<file path="src/design/odq_pkg.sv">
// Shared constants and types for the ordered dither quantizer.
`default_nettype none
package odq_pkg;

  localparam int DEF_CHANNEL_BITS    = 16;
  localparam int DEF_COORD_BITS      = 16;
  localparam int DEF_MAX_MATRIX_BITS = 4;

  // Threshold fraction bits and offset width (signed, step units in Q24)
  localparam int Q_BITS      = 24;
  localparam int OFF_W       = 28;
  localparam int PIPE_STAGES = 8;

  localparam logic [20:0] NOISE_A = 21'd1125928;
  localparam logic [16:0] NOISE_B = 17'd97931;
  localparam logic [29:0] NOISE_C = 30'd888905875;

  localparam logic [1:0] REG_MODE   = 2'd0;
  localparam logic [1:0] REG_SIZE   = 2'd1;
  localparam logic [1:0] REG_LEVELS = 2'd2;
  localparam logic [1:0] REG_AMOUNT = 2'd3;

  typedef struct packed {
    logic       mode;
    logic [2:0] side_bits;
    logic [7:0] steps;
    logic [9:0] amount;
  } cfg_t;

  typedef struct packed {
    logic [PIPE_STAGES:1] en;
    cfg_t                 cfg;
  } pipe_ctl_t;

endpackage
`default_nettype wire

</file>
<file path="src/design/odq_thresh.sv">
// Threshold generator: Bayer cell or gradient noise, then signed offset.
`default_nettype none
module odq_thresh import odq_pkg::*; #(
  parameter int COORD_BITS      = DEF_COORD_BITS,
  parameter int MAX_MATRIX_BITS = DEF_MAX_MATRIX_BITS
) (
  input  wire logic                         clk,
  input  wire pipe_ctl_t                    ctl,
  input  wire logic signed [COORD_BITS-1:0] x_coord,
  input  wire logic signed [COORD_BITS-1:0] y_coord,
  output logic signed [OFF_W-1:0]           offset
);

  logic [Q_BITS-1:0]            xe, ye;
  logic [2*MAX_MATRIX_BITS-1:0] bayer_idx;
  logic [4:0]                   sh;
  logic [Q_BITS-1:0]            seed, tb;
  logic [Q_BITS-1:0]            pa, pb, tb1, f, tb2, t3;
  logic [53:0]                  cf;
  logic signed [24:0]           dv;
  logic signed [35:0]           p;

  assign xe = Q_BITS'(x_coord);
  assign ye = Q_BITS'(y_coord);

  // Interleave x^y and y coordinate bits, least significant pair first
  always_comb begin
    bayer_idx = '0;
    for (int j = 0; j < MAX_MATRIX_BITS; j++) begin
      if (j < int'(ctl.cfg.side_bits)) begin
        bayer_idx[2*j+1] = x_coord[j] ^ y_coord[j];
        bayer_idx[2*j]   = y_coord[j];
      end
    end
  end

  assign sh   = 5'd23 - {1'b0, ctl.cfg.side_bits, 1'b0};
  assign seed = Q_BITS'({bayer_idx, 1'b1});
  assign tb   = seed << sh;

  assign cf = {24'b0, NOISE_C} * {30'b0, f};
  assign dv = $signed({1'b0, t3}) - 25'sd8388608;
  assign p  = 36'(dv) * 36'($signed({1'b0, ctl.cfg.amount}));

  always_ff @(posedge clk) begin
    if (ctl.en[1]) begin
      pa  <= Q_BITS'(NOISE_A * xe);
      pb  <= Q_BITS'(NOISE_B * ye);
      tb1 <= tb;
    end
    if (ctl.en[2]) begin
      f   <= pa + pb;
      tb2 <= tb1;
    end
    if (ctl.en[3]) begin
      t3 <= ctl.cfg.mode ? cf[47:24] : tb2;
    end
    if (ctl.en[4]) begin
      offset <= OFF_W'(p >>> 8);
    end
  end

endmodule
`default_nettype wire

</file>
<file path="config.mk">
export PLATFORM = sky130hd
export DESIGN_NAME = odq_thresh
export DESIGN_NICKNAME = d
export VERILOG_FILES = /design/src/design/odq_pkg.sv /design/src/design/odq_thresh.sv
export SDC_FILE = /design/constraint.sdc
export NUM_CORES = 2
export LEC_CHECK = 0
export BUFFER_PORTS_ARGS = -buffer_cell sky130_fd_sc_hd__buf_2
export CORE_UTILIZATION = 60
export CTS_BUF_LIST = sky130_fd_sc_hd__clkbuf_8
export CTS_CLUSTER_SIZE = 25
export DETAILED_ROUTE_END_ITERATION = 10
export PLACE_DENSITY = 0.77
export SETUP_SLACK_MARGIN = 0.4
export SYNTH_ARGS = -nofsm -noshare
export SYNTH_HDL_FRONTEND = slang
export SYNTH_SLANG_ARGS = --single-unit
</file>
<file path="constraint.sdc">
create_clock -name clk -period 7.1 [get_ports clk]
set_clock_uncertainty 0.15 [all_clocks]
set_input_delay 1.065 -clock clk [delete_from_list [all_inputs] [get_ports clk]]
set_output_delay 1.065 -clock clk [all_outputs]
set_load 0.01 [all_outputs]
</file>
Yosys cells after proc, flatten, opt, wreduce, memory -nomap -nowiden
Cells that the tools add are included.
{ "word_totals": {"input_bits": 63, "output_inout_bits": 28, "ff_bits": 169, "word_cells": 28} }
{ "classes": {"magnitude_cmp": 4, "bitwise": 4, "mux": 5, "n_addsub": 3, "n_mul": 4, "shifts": 1} }
{ "op_table": {"columns": ["operator", "count"], "rows": [
  ["30-bit by 24-bit multiplier with 48-bit output (first input constant)", 1],
  ["25-bit by 11-bit multiplier with 36-bit output", 1],
  ["24-bit by 24-bit subtractor with 25-bit output (second input constant)", 1],
  ["24-bit adder", 1],
  ["18-bit by 16-bit multiplier with 24-bit output (first input constant)", 1],
  ["18-bit by 24-bit multiplier with 21-bit output (first input constant)", 1],
  ["24-bit 2-to-1 mux", 1],
  ["9-bit by 5-bit << shifter with 24-bit output", 1],
  ["2-bit 2-to-1 mux", 4],
  ["1-bit by 3-bit < comparator with 1-bit output (first input constant)", 2],
  ["2-bit by 3-bit < comparator with 1-bit output (first input constant)", 2],
  ["5-bit by 4-bit subtractor with 5-bit output (first input constant)", 1],
  ["1-bit XOR", 4]
]} }

Logic depth before layout (Yosys ltp)
{ "depth": {"word_depth": 3, "depth_mapped": 25, "mapped_depth_nobuf": 25} }

Worst setup path after synthesis
Ideal clock, no wire load.
{ "synth_path": {"kind": "flip-flop to flip-flop", "start": "reg f[6]", "end": "reg t3[18], data pin", "t_required_ns": 6.690, "stages_incl_launch_ff": 23, "t_arrival_ns": 6.115, "period_less_slack_ns": 6.525, "n_path_buf": 0, "slack_ns": 0.575, "setup_time_ns": 0.260, "cell_sequence": "edfxtp_1 -> fa_1 -> inv_1 -> fa_1 -> inv_1 -> fa_1 -> fa_1 -> fa_1 -> fa_1 -> inv_1 -> fa_1 -> inv_1 -> ha_1 -> a21o_1 -> a21oi_1 -> nor2b_1 -> nor2_1 -> nor2_1 -> a21oi_1 -> nand4_1 -> a311oi_2 -> xnor2_1 -> mux2_2"} }
{ "synth_between": {"elab_chain_cells": 2} }
{ "synth_rtl": {"columns": ["element", "line", "rtl"], "rows": [
  ["from (decl)", "odq_thresh.sv:18", "logic [Q_BITS-1:0] pa, pb, tb1, f, tb2, t3;"],
  ["from (signal assigned)", "odq_thresh.sv:52", "f <= pa + pb;"],
  ["30-bit by 24-bit multiplier with 48-bit output", "odq_thresh.sv:41", "assign cf = {24'b0, NOISE_C} * {30'b0, f};"],
  ["24-bit 2-to-1 mux", "odq_thresh.sv:56", "t3 <= ctl.cfg.mode ? cf[47:24] : tb2;"],
  ["to (signal assigned)", "odq_thresh.sv:56", null],
  ["to (decl)", "odq_thresh.sv:18", null]
]} }
No other way between the ends.
A chain may end at the register's enable or synchronous reset.

Worst setup path after layout
{ "layout_path": {"start": "reg f[1]", "end": "reg t3[23], data pin"} }
The elaborated chain is that of the path after synthesis.

==> out/metrics.cfg <==
[cts]
clk_pin_slew_ns = 0.11
cts_max_path_buffers = 2
cts_tree = built
cts_buffers = 17
root_buffer = clkbuf_8
clock_latency_ns = 0.56
htreeDepth = 4
cts.sink_count = 165
ctsHoldBuffers = 0

[detailed_routing]
drt_pass1_iterations = 5
wl_per_cell_um = 18.1
drtIter0Drc = 1262
drc = 0
viasPerCell = 5.41
postRouteAntennaNets = 0
routed_wl_mm = 70.1
vias = 21000

[timing]
slew_violations = 0
setup_viol = 0
setup_slack_ns = 0.194
setup_tns_ns = 0
hold_viol_final = 0
clock.fmax_mhz = 145
rsz0062_at_grt = true
slew_headroom_pct = 36.5
post-route-period-util_pct = 97.3
min_period_ns = 6.91
tightest_slew_ns = 0.953

[yosys]
synth.cell_area_um2 = 32000
synth-warning-count = 0
ys_ff_latch = 165
yosysSeqAreaShare_pct = 15.5
async_flop_share_pct = 0
ys_types = 70
synth_edf_count = 165
synth.avg_cell_area_um2 = 10.6
ys.flop_type = edfxtp_1
synth_cells = 3034

[critical_path]
endpoint_kind = register
cp-start-kind = register
timing.rr.start = f[1]
rrSetupSlack_ns = 0.19
required_ns = 7.37
worstPathArrival_ns = 7.18
r2r_end = t3[23]
reg2regPathDepth = 25
path_max_fanout = 3
worstSetupPathType = reg -> reg

[floorplanning]
ioPinCount = 91
chipWidth_um = 233
dieArea_um2 = 54300
fp.dieH_um = 233
core_region_area_um2 = 52700
start_util_pct = 60.8
rows = 84

[grt]
grt.total_usage_pct = 27.9
grt_max_degree = 68
overflow = 0
antenna_found_initial = 3
use_met3_pct = 4.39
grt.busiest_layer = met2
grt_pass1_wl_mm = 115
use_met1_pct = 36.6
grt_pass1_vias = 22900
global_route.usage.met2_pct = 47.6

[place]
gp_congestion = 1.00
port_buffers = 78
dp_slack_ns = 0.0112
dp_hpwl_mm = 60.1
placed_cells = 3811

[cells_and_area]
mostFrequentLayoutCells = inv_1 (816), fa_1 (579), ha_1 (527)
syn2layout_area_growth_pct = 7.56
final_cells = 3876
final_common_cell = inv_1
drive_above_1_share_pct = 8.54
nets = 4354
fill_cells = 4170

[worst_hold_path]
hold_path_depth = 0
hold_class = reg -> reg
worstHoldStart = tb1[23]
min_to = tb2[23]

[status]
status = finished, final reports clean

[run]
cap_viol_max_count = 0

[critical path, stage by stage, from the launching register on]
cell and delay (ns):
edfxtp_1 0.49, fa_1 0.57, inv_2 0.07, buf_4 0.16
fa_1 0.53, inv_1 0.04, ha_1 0.28, ha_1 0.30
fa_1 0.51, fa_1 0.49, inv_1 0.05, fa_1 0.47
inv_1 0.05, ha_1 0.33, nand2_1 0.09, o21bai_2 0.22
buf_4 0.15, o211a_4 0.19, nand3_4 0.09, a2111o_1 0.49
buf_6 0.14, buf_6 0.11, nand4b_1 0.10, a21oi_2 0.09
or4_1 0.51, nand3_1 0.09
[synthesized netlist by cell type (6+ instances only)]
master      n  area share, %
and3_1      8           0.16
o21bai_1   13           0.30
and2_1    131            2.6
a211oi_1    9           0.21
o31ai_1     6           0.14
clkbuf_1   44           0.52
a21oi_1    77            1.2
ha_1      533             21
nand4_1    10           0.20
nor3_1     24           0.38
nand2b_1   11           0.21
a31oi_1    12           0.23
nor2b_1    15           0.29
o21ai_1     9           0.14
edfxtp_1  165             15
inv_1     823            9.6
nand2_1   156            1.8
a21o_1     31           0.73
xnor2_1   100            2.7
mux2_2     10           0.35
nand3_1    17           0.27
nor2_1     77           0.90
o21a_1     15           0.35
o21ai_0    29           0.45
xor2_1     33           0.90
or3_1       8           0.16
o211ai_1    7           0.16
fa_1      585             37
[sequential cells by signal (all words and copies together), names as in the netlist]
signal	count
f	24
tb2	22
pa	21
t3	24
tb1	22
offset	28
pb	24
[through the flow]
step	util [%]	cell area, um^2	hold slack, ns
after global placement	63.6	33500	0.252
after floorplan	-	32000	0.250
after detailed placement	63.6	33500	0.255
final	65.4	34400	0.270
after global routing	65.4	34400	0.280
after CTS	64.7	34100	0.277
[area by class of cell]
type                       count  area, um^2  share of cell area [%]
antenna                        2        5.00                  0.0145
clock buffer                  17         234                   0.679
clock inverter                15         165                   0.480
inverter                     824        3090                    8.98
multi-input combinational   2003       24100                    69.9
sequential                   165        4950                    14.4
tap                          688         861                    2.50
timing repair buffer         162        1050                    3.04
[per-layer routing]
layer | routed length (um) | vias up
met5 | 23 | -
met2 | 34700 | 486
met3 | 3440 | 112
met1 | 29800 | 10600
met4 | 2100 | 4
li1 | - | 9709
[worst max path at each step]
stage	startpoint	endpoint	slack, ns	depth (start not counted)
5_1_grt	f[4]	t3[23]	0.05	24
4_1_cts	f[0]	t3[18]	0.25	22
3_5_place_dp	f[6]	t3[18]	0.01	22
6_report	f[1]	t3[23]	0.19	25
2_1_floorplan	f[6]	t3[18]	0.58	22
3_3_place_gp	f[1]	t3[18]	0.13	23
[repair_timing]
action / CTS / global route
hold endpoints to repair: 0 / 0
endpoints found under the setup margin: 15 / 19
pin swaps: 22 / 37
gates resized for setup: 20 / 52
buffers inserted: 12 / 19
[kinds of logic after synthesis]
| family | Yosys count | share of synthesized area [%] |
|---|---|---|
| AO/OA/AOI/OAI | 251 | 5.30 |
| XOR/XNOR | 133 | 3.64 |
| adder cells (fa/ha/maj) | 1118 | 57.4 |
| buffers and inverters | 872 | 10.2 |
| flip-flops | 165 | 15.5 |
| multiplexers | 13 | 0.446 |
| other | 1 | 0.0117 |
| AND/OR/NAND/NOR | 481 | 7.49 |
Power is not shown: default switching activity piles up to over one toggle a cycle in this logic, so the estimate is an artifact.
